--- src/hdl/lru_prefer_clean_replacement_unit_assert.svh ---
// Assertion macros for the replacement unit
`ifndef LRU_PREFER_CLEAN_REPLACEMENT_UNIT_ASSERT_SVH
`define LRU_PREFER_CLEAN_REPLACEMENT_UNIT_ASSERT_SVH

// Same-cycle implication, checked outside reset
`define LPCR_ASSERT_NOW(label, clk, rst_n, ante, cons, msg) \
    label: assert property (@(posedge clk) disable iff (!rst_n) (ante) |-> (cons)) \
        else $error(msg);

// Next-cycle implication, checked outside reset
`define LPCR_ASSERT_NEXT(label, clk, rst_n, ante, cons, msg) \
    label: assert property (@(posedge clk) disable iff (!rst_n) (ante) |=> (cons)) \
        else $error(msg);

`endif

--- src/hdl/lpcr_pkg.sv ---
// Types and constants of the replacement unit
package lpcr_pkg;

    localparam int SETS   = 64;
    localparam int WAYS   = 4;
    localparam int SET_W  = 6;
    localparam int WAY_W  = 2;
    localparam int RANK_W = 2;

    typedef enum logic {
        CMD_ACCESS = 1'b0,
        CMD_EVICT  = 1'b1
    } t_cmd;

    typedef logic [WAY_W-1:0] t_way;
    typedef logic [SET_W-1:0] t_set;

    // one set: valid, dirty and recency rank for every way (rank 0 most recent)
    typedef struct packed {
        logic [WAYS-1:0]             valid;
        logic [WAYS-1:0]             dirty;
        logic [WAYS-1:0][RANK_W-1:0] rank;
    } t_row;

endpackage

--- src/hdl/lru_prefer_clean_replacement_unit.sv ---
// LRU replacement unit with prefer-clean victim selection
// Result: a victim request reads its set row into stage 1; the chosen way is then registered in r_victim.
// Throughput: one request per cycle while o_in_stall is low (no clearing pass, no blocked victim request
//   in stage 1); per-set state lives in a one-port-read memory, with the row just written bypassed to a
//   following request on the same set. Reset: synchronous, active low; a clearing pass then zeroes all
//   SETS (64) rows of the set memory, during which no request is taken. r_prefer_clean resets to 1.
module lru_prefer_clean_replacement_unit
    import lpcr_pkg::*;
(
    input  logic             i_clk,
    input  logic             i_rst_n,
    input  logic             i_cfg_we,
    input  logic             i_cfg_wdata,
    input  logic             i_in_valid,
    output logic             o_in_stall,
    input  logic             i_cmd,
    input  logic [SET_W-1:0] i_set_index,
    input  logic [WAY_W-1:0] i_way,
    input  logic             i_dirty,
    output logic             o_out_valid,
    input  logic             i_out_stall,
    output logic [WAY_W-1:0] o_victim_way
);

    `include "lru_prefer_clean_replacement_unit_assert.svh"

    t_row r_mem [SETS];
    t_row r_row;
    t_row n_row;

    logic r_prefer_clean;
    logic r_clearing;
    t_set r_clr_idx;

    logic r_s1_valid;
    t_cmd r_s1_cmd;
    t_set r_s1_set;
    t_way r_s1_way;
    logic r_s1_dirty;

    logic r_out_valid;
    t_way r_victim;

    logic s1_go;
    logic in_acc;

    logic any_inv;
    t_way first_inv;
    logic c_any;
    t_way c_best;
    logic a_any;
    t_way a_best;
    t_way evict_way;
    t_way victim;
    logic [RANK_W-1:0] vr;

    // stage 1 moves on unless it holds a victim request and the result register is blocked
    assign s1_go      = r_s1_valid && (r_s1_cmd == CMD_ACCESS || !r_out_valid || !i_out_stall);
    assign o_in_stall = r_clearing || (r_s1_valid && !s1_go);
    assign in_acc     = i_in_valid && !o_in_stall;

    assign o_out_valid  = r_out_valid;
    assign o_victim_way = r_victim;

    always_ff @(posedge i_clk) begin
        if (!i_rst_n) begin
            r_prefer_clean <= 1'b1;
            r_clearing     <= 1'b1;
            r_clr_idx      <= '0;
            r_s1_valid     <= 1'b0;
            r_out_valid    <= 1'b0;
        end else begin
            if (i_cfg_we) begin
                r_prefer_clean <= i_cfg_wdata;
            end
            if (r_clearing) begin
                r_clr_idx <= r_clr_idx + SET_W'(1);
                if (r_clr_idx == SET_W'(SETS - 1)) begin
                    r_clearing <= 1'b0;
                end
            end
            if (in_acc) begin
                r_s1_valid <= 1'b1;
            end else if (s1_go) begin
                r_s1_valid <= 1'b0;
            end
            if (s1_go && r_s1_cmd == CMD_EVICT) begin
                r_out_valid <= 1'b1;
            end else if (!i_out_stall) begin
                r_out_valid <= 1'b0;
            end
        end
    end

    always_ff @(posedge i_clk) begin
        if (in_acc) begin
            r_s1_cmd   <= t_cmd'(i_cmd);
            r_s1_set   <= i_set_index;
            r_s1_way   <= i_way;
            r_s1_dirty <= i_dirty;
        end
        if (s1_go && r_s1_cmd == CMD_EVICT) begin
            r_victim <= victim;
        end
    end

    // set memory: one write, one registered read with bypass of the row being written
    always_ff @(posedge i_clk) begin
        if (r_clearing) begin
            r_mem[r_clr_idx] <= '0;
        end else if (s1_go) begin
            r_mem[r_s1_set] <= n_row;
        end
        if (in_acc) begin
            if (s1_go && r_s1_set == i_set_index) begin
                r_row <= n_row;
            end else begin
                r_row <= r_mem[i_set_index];
            end
        end
    end

    always_comb begin
        n_row     = r_row;
        any_inv   = 1'b0;
        first_inv = '0;
        c_any     = 1'b0;
        c_best    = '0;
        a_any     = 1'b0;
        a_best    = '0;

        // lowest invalid way wins
        for (int i = WAYS - 1; i >= 0; i--) begin
            if (!r_row.valid[i]) begin
                any_inv   = 1'b1;
                first_inv = WAY_W'(i);
            end
        end

        // oldest clean way, and oldest way overall; ties keep the lower index
        for (int i = 0; i < WAYS; i++) begin
            if (r_row.valid[i] && !r_row.dirty[i]
                && (!c_any || r_row.rank[i] > r_row.rank[c_best])) begin
                c_any  = 1'b1;
                c_best = WAY_W'(i);
            end
            if (r_row.valid[i] && (!a_any || r_row.rank[i] > r_row.rank[a_best])) begin
                a_any  = 1'b1;
                a_best = WAY_W'(i);
            end
        end

        evict_way = (r_prefer_clean && c_any) ? c_best : a_best;
        victim    = any_inv ? first_inv : evict_way;
        vr        = r_row.rank[evict_way];

        if (r_s1_cmd == CMD_ACCESS) begin
            // age every valid way younger than the accessed one, or every valid way if it was invalid
            for (int i = 0; i < WAYS; i++) begin
                if (WAY_W'(i) != r_s1_way && r_row.valid[i]
                    && (!r_row.valid[r_s1_way] || r_row.rank[i] < r_row.rank[r_s1_way])) begin
                    n_row.rank[i] = r_row.rank[i] + RANK_W'(1);
                end
            end
            n_row.valid[r_s1_way] = 1'b1;
            n_row.dirty[r_s1_way] = r_s1_dirty;
            n_row.rank[r_s1_way]  = '0;
        end else if (!any_inv) begin
            // close the gap left by the victim
            for (int i = 0; i < WAYS; i++) begin
                if (WAY_W'(i) != evict_way && r_row.valid[i] && r_row.rank[i] > vr) begin
                    n_row.rank[i] = r_row.rank[i] - RANK_W'(1);
                end
            end
            n_row.valid[evict_way] = 1'b0;
            n_row.dirty[evict_way] = 1'b0;
            n_row.rank[evict_way]  = '0;
        end
    end

    `LPCR_ASSERT_NOW(a_stall_cause, i_clk, i_rst_n, r_s1_valid && o_in_stall && !r_clearing, r_s1_cmd == CMD_EVICT && r_out_valid && i_out_stall, "stage 1 held without a blocked victim request")
    `LPCR_ASSERT_NOW(a_evict_frees, i_clk, i_rst_n, s1_go && r_s1_cmd == CMD_EVICT && !any_inv, $countones(n_row.valid) == WAYS - 1, "eviction of a full set did not free one way")
    `LPCR_ASSERT_NOW(a_access_fills, i_clk, i_rst_n, s1_go && r_s1_cmd == CMD_ACCESS, $countones(n_row.valid) >= $countones(r_row.valid) && n_row.valid[r_s1_way], "access lost a valid way")
    `LPCR_ASSERT_NEXT(a_clear_len, i_clk, i_rst_n, r_clearing && r_clr_idx != SET_W'(SETS - 1), r_clearing, "clearing pass ended early")

endmodule

--- config.mk ---
export PLATFORM = sky130hd
export DESIGN_NAME = lru_prefer_clean_replacement_unit
export DESIGN_NICKNAME = d
export VERILOG_FILES = /design/src/hdl/lpcr_pkg.sv /design/src/hdl/lru_prefer_clean_replacement_unit.sv
export VERILOG_INCLUDE_DIRS = /design/src /design/src/hdl
export SDC_FILE = /design/constraint.sdc
export NUM_CORES = 1
export LEC_CHECK = 0
export BUFFER_PORTS_ARGS = -buffer_cell sky130_fd_sc_hd__buf_4
export CORE_MARGIN = 4
export CORE_UTILIZATION = 63
export DETAILED_ROUTE_END_ITERATION = 8
export HOLD_SLACK_MARGIN = 0.15
export PLACE_DENSITY = 0.8
export SLEW_MARGIN = 15
export SYNTH_ARGS = -nofsm -noshare
export SYNTH_HDL_FRONTEND = slang
export SYNTH_SLANG_ARGS = --single-unit
--- constraint.sdc ---
create_clock -name i_clk -period 9.1 [get_ports i_clk]
set_input_delay 0.91 -clock i_clk [delete_from_list [all_inputs] [get_ports i_clk]]
set_output_delay 0.91 -clock i_clk [all_outputs]
set_load 0.03 [all_outputs]
After elaboration in Yosys (flattened, before gate mapping)
Memory sizes are Yosys's and may differ from the RTL's. A register that Yosys moved wholly into a read port is not among the register bits.
Index checks and enable logic that the tools add are counted.
Widths: inputs -> output; s select.
{"block": "totals", "reg_bits": 22, "ram_bits": 1024, "word_cells": 205, "n_memories": 1}
{"block": "classes", "add_sub_neg": 9, "magnitude_cmp": 21, "eq_ne": 8, "n_mux": 82, "bitwise": 9, "reduce_logical": 65}
{"name": "r_mem", "words": 64, "width": 16, "rd": 1, "rd_ports_with_merged_regs": 1, "wr": 1, "line": "lru_prefer_clean_replacement_unit.sv:27", "source": "t_row r_mem [SETS];"}
{"op": "$mux 2", "count": 38}
{"op": "$mux 16", "count": 3}
{"op": "$logic_and 1x1->1", "count": 33}
{"op": "$mux 1", "count": 28}
{"op": "$bmux 2 s2", "count": 6}
{"op": "$gt 2x2->1", "count": 9}
{"op": "$lt 2x3->1 const B", "count": 6}
{"op": "$and 8x8->8", "count": 2}
{"op": "$not 8->8", "count": 2}
{"op": "$reduce_or 16->1", "count": 1}
{"op": "$logic_not 1->1", "count": 15}
{"op": "$logic_or 1x1->1", "count": 13}
{"op": "$add 2x1->2 const B", "count": 4}
{"op": "$and 4x4->4", "count": 2}
{"op": "$demux 2 s2", "count": 2}
{"op": "$lt 2x2->1", "count": 4}
{"op": "$ne 2x2->1 const A", "count": 4}
{"op": "$sub 2x1->2 const B", "count": 4}
{"op": "$add 6x1->6 const B", "count": 1}
{"op": "$eq 6x6->1 const B", "count": 1}
{"op": "$mux 6", "count": 1}
{"op": "$reduce_bool 2->1", "count": 3}
{"op": "$bwmux 4", "count": 1}
{"op": "$demux 1 s2", "count": 2}
{"op": "other kinds (7)", "count": 9}

Depth between registers and ports, before layout
{"block": "logic_depth", "word_depth": 32, "ltp_mapped": 31, "depth_no_buf": 30}

Worst setup path before layout
OpenSTA, ideal clock, no wires.
{"block": "synth_path", "path_kind": "reg-to-reg", "from": "register r_row[1] (netlist name)", "to": "memory r_mem[0][1] (netlist bit), data pin", "t_arrival_ns": 7.233, "t_required_ns": 8.552, "setup_slack_ns": 1.319, "stages_incl_launch_ff": 28, "n_path_buf": 0, "synth_period_minus_slack_ns": 7.781, "cell_sequence": "edfxtp_1 > clkinv_1 > ha_1 > nor2b_1 > or3_1 > and2_1 > nor2_1 > a21oi_1 > ha_1 > nor2b_1 > o21ai_0 > a21oi_1 > mux2_2 > ha_1 > and2b_2 > o211ai_1 > nand4_1 > nand2_2 > nor2_1 > a21oi_1 > o22ai_1 > a21oi_1 > ha_1 > or2_2 > and4b_2 > a21o_1 > o21ai_1 > a21oi_1"}
{"block": "synth_via", "elab_chain_cells": 29, "word_cells_on_any_way": 71, "cone_classes": "2 x add/sub; 9 x order compare; 34 x mux; 3 x bitwise; 23 x reduce/logical"}
{"item": "$gt 2x2->1", "line": "lru_prefer_clean_replacement_unit.sv:143, lru_prefer_clean_replacement_unit.sv:147"}
{"item": "$logic_or 1x1->1", "line": "lru_prefer_clean_replacement_unit.sv:143", "source": "&& (!c_any || r_row.rank[i] > r_row.rank[c_best])) begin"}
{"item": "$logic_and 1x1->1", "line": "lru_prefer_clean_replacement_unit.sv:143"}
{"item": "$mux 1", "line": "lru_prefer_clean_replacement_unit.sv:142", "source": "if (r_row.valid[i] && !r_row.dirty[i]"}
{"item": "$bmux 2 s2", "line": "lru_prefer_clean_replacement_unit.sv:143"}
{"item": "$mux 2 (not written as such)", "line": "lru_prefer_clean_replacement_unit.sv:143"}
{"item": "$gt 2x2->1", "line": "lru_prefer_clean_replacement_unit.sv:143"}
{"item": "$logic_or 1x1->1", "line": "lru_prefer_clean_replacement_unit.sv:143"}
{"item": "(+13 left out)"}
{"item": "$logic_and 1x1->1", "line": "lru_prefer_clean_replacement_unit.sv:171", "source": "if (WAY_W'(i) != evict_way && r_row.valid[i] && r_row.rank[i] > vr) begin"}
{"item": "$mux 2", "line": "lru_prefer_clean_replacement_unit.sv:171"}
{"item": "$mux 2", "line": "lru_prefer_clean_replacement_unit.sv:168", "source": "end else if (!any_inv) begin"}
{"item": "$mux 2", "line": "lru_prefer_clean_replacement_unit.sv:157", "source": "if (r_s1_cmd == CMD_ACCESS) begin"}
{"item": "$and 8x8->8 (no source line)"}
{"item": "$mux 16", "line": "lru_prefer_clean_replacement_unit.sv:168"}
{"item": "$mux 16 (*)", "line": "lru_prefer_clean_replacement_unit.sv:157"}
{"item": "$mux 16 (no source line) (*)"}
{"item": "end: declaration", "line": "lru_prefer_clean_replacement_unit.sv:27"}
Mark *: on every way between the ends. The rest lies on a longest branch, timed or not. The select of a mux whose other input is x is not followed.

==> summary.txt <==
Critical path
  • Crit. path cell count: 29
  • Critical path type: flop to flop
  • Critical path fanouts, max: 65
  • CP required: 9.53 ns
  • CP startpoint kind: flop
  • Crit path launch: r_row[1]
  • CP max stage delay: 0.70 ns
  • Crit-path slowest cell: o311a_2
  • Worst setup path end: r_row[2]
  • Reg-to-reg slack, setup: 1.14 ns
  • Buf+Inv Stages, Crit Path: 1
  • Worst EP arrival: 8.38 ns
  • Top Family by Delay on Critical Path: compound AO/OA/AOI/OAI gates
  • Crit. End Element: flop
  • RR Endpoint: r_row[2]
  • R2R Path Start: r_row[1]
  • Reg2Reg Depth: 29

Place
  • GPL Wtd Cong: 0.881
  • Dpl hpwl: 60,000 µm
  • Port-buffer cells: 19
  • Placed Instance Area: 44,200 µm²

Timing
  • Final period util: a little under 90%
  • # setup viols final: 0
  • Slew Limit Fails: 0
  • Worst relative slew slack: 26.1%
  • Fmax: about 130 MHz
  • Final Hold Violating Endpoints: 0
  • Least-Margin Pin Slew: 1.11 ns
  • Worst clock skew: between 0.03 and 0.04 ns
  • TNS Setup: 0 ns
  • Fin crit period: 7.96 ns
  • RSZ-0062 raised after global routing: no

Flow run
  • Max-cap viol count: 0

Route
  • Violation count after the first detailed-route iteration: 3,302
  • Vias per cell: ~7.4
  • Via count: 22,200
  • Final WL: 116,000 µm
  • WL per Instance: 38.6 µm
  • DR pass1 iterations: 6
  • # DRC: 0
  • Antenna Nets Post-Route: 0

Clocking
  • Clk_lat worst skew: 0.68 ns
  • Resized cells post-CTS: 0
  • Postcts setup bufs: 0
  • Clock Pin Slew Worst Setup and Hold Paths: 0.07 ns
  • # hold bufs at CTS: 0
  • Cts bufs inserted: 99
  • CTS tree: yes
  • Clk buf depth: 3
  • H-tree depth: 3
  • CTS Sinks: between 1,000 and 1,500
  • Root buffer cell: clkbuf_16

Synth
  • Async set-reset flop share out of synthesis: 0%
  • Avg Inst Size Synth: 22.2 µm²
  • Primary FF master, synth: edfxtp_1
  • EDFF count, synth: 1,052
  • Gate Count Post-Synth: 1,921
  • List of most frequent post-synthesis cells: edfxtp_1, mux4_2, nor2_1, nand2_1, clkbuf_1
  • Yosys warnings: 0
  • Register area share after synthesis: 74.7%
  • Post-Syn Nets: 1,956
  • Area leader, netlist: edfxtp_1
  • #FFs+latches synth: 1,062
  • Synthesized cell area: 42,600 µm²
  • Most common cell in the netlist: edfxtp_1
  • Unique cell type count in the Yosys netlist: 78
  • Synth area leaders: edfxtp_1, mux4_2, nor2_1
  • Post-synth top area share: 74.2%

Cells and area
  • Fin nets: 2,074
  • Ratio of cells with drive above 1 in the final layout: 30.9%
  • Post-route cell area: 47,600 µm²
  • Syn-to-layout area delta: 11.8%
  • Final core utilization: 71.0%

Floorplan
  • IO Count: 20
  • Die area: 71,800 µm²
  • Row cnt: 95
  • Die width: 268 µm
  • Initial Utilization: 63.5%
  • Core Box Area: about 67,000 µm²
  • Die Ht: about 270 µm

Power and ir drop
  • Clock power share: 42.8%
  • Psw: 2020 µW
  • Comb pwr share: 3.2%
  • Cell internal pwr: 7860 µW
  • Sw Share: 20.4%
  • Leakage Power: approximately 0.015 µW
  • Peak VDD IR: 215 µV
  • Part of the power in registers: 54.1%
  • Cell Pwr Density: 208 nW/µm²

Global routing
  • Initial antenna violation count: 4
  • First-pass GRT wire length: roughly 170,000 µm
  • Vias in the first global route: 22,100
  • Largest net degree at the start of global routing: 107
  • Global Route Usage Sum: 33.2%
  • Congestion Overflow GR: 0

Outcome
  • Status: finished clean

Hold path
  • Worst hold-check path type: primary input to flop
sequential cells by signal, indices dropped and copies added, names as in the netlist:
signal          flops
r_s1_cmd            1
o_out_valid         1
r_mem            1024
r_s1_way            2
r_row              16
r_clearing          1
r_prefer_clean      1
r_clr_idx           6
r_s1_set            6
r_s1_valid          1
r_s1_dirty          1
o_victim_way        2
layer usage:
| layer | wire, µm | global-route usage, % |
|---|---|---|
| met5 | 27 | 0 |
| met4 | 6080 | 14.7 |
| met3 | 13300 | 8.18 |
| met2 | 56800 | 52.6 |
| met1 | 39500 | 45.1 |
how the worst min path moves through the flow:
| stage | from | to | slack (ns) | cells past startpoint |
|---|---|---|---|---|
| floorplan | r_clr_idx[5] | r_clr_idx[5] | 0.48 | 2 |
| global placement | o_out_valid | o_out_valid | 0.51 | 2 |
| detailed placement | r_clr_idx[5] | r_clr_idx[5] | 0.53 | 2 |
| CTS | i_way[0] | r_s1_way[0] | 0.41 | 1 |
| global route | i_way[0] | r_s1_way[0] | 0.42 | 1 |
| finish | i_way[0] | r_s1_way[0] | 0.44 | 1 |
power groups by stage:
stage	logic (µW)	registers, µW	clock network, µW
2_1_floorplan	215	5440	0
3_3_place_gp	307	5440	0
3_5_place_dp	309	5440	0
4_1_cts	314	5340	4250
5_1_grt	328	5340	4490
6_report	315	5340	4220
stage by stage:
| stage | cells | hold slack [ns] | setup WS, ns | total power [µW] |
|---|---|---|---|---|
| after floorplan | 1921 | 0.477 | 1.32 | 5650 |
| after global placement | 2806 | 0.510 | 1.24 | 5750 |
| after detailed placement | 2806 | 0.534 | 1.07 | 5750 |
| after CTS | 2989 | 0.414 | 0.917 | 9910 |
| after global routing | 2994 | 0.418 | 0.473 | 10200 |
| final | 2995 | 0.438 | 1.14 | 9880 |
layout by cell type, fill, tap and decap left out, types with 10 or more instances in the layout:
master	instances
mux2i_1	17
a21oi_1	23
clkbuf_1	24
nand3_1	16
mux4_2	337
clkbuf_16	100
clkinv_2	11
clkinv_1	21
edfxtp_1	1052
o21ai_0	26
inv_1	12
buf_4	103
xnor2_1	13
nor2b_1	12
ha_1	19
nand2_1	53
nor2_1	87
bufinv_16	13
dfxtp_1	10
mux2_2	12
worst register-to-register path: cells and delay by family, from the launching register on:
kind                     cells  cell delay, ns
AO/OA/AOI/OAI               11            2.52
multiplexers                 2            0.83
flip-flops                   1            0.57
adder cells (fa/ha/maj)      4            1.37
buffers and inverters        1            0.35
AND/OR/NAND/NOR             11            2.08
layout make-up:
cell class / instances / area (µm²)
well taps: 873 / 1090
flip-flops and latches: 1062 / 31800
fillers: 3622 / 19500
repair buffers: 113 / 986
clock buffers: 124 / 2590
inverters: 13 / 48.8
multi-input cells: 750 / 10400
diodes: 1 / 2.50
clock inverters: 59 / 674
kinds of logic after synthesis:
| group | share of synthesized area [%] |
|---|---|
| AOI/OAI and AO/OA | 1.95 |
| xor gates and xnor gates | 0.288 |
| adders and majority gates | 0.559 |
| buffers and inverters | 1.25 |
| DFF | 74.7 |
| muxes | 18.6 |
| and+or+nand+nor | 2.63 |
No activity file was read; power rests on OpenSTA's default activity.
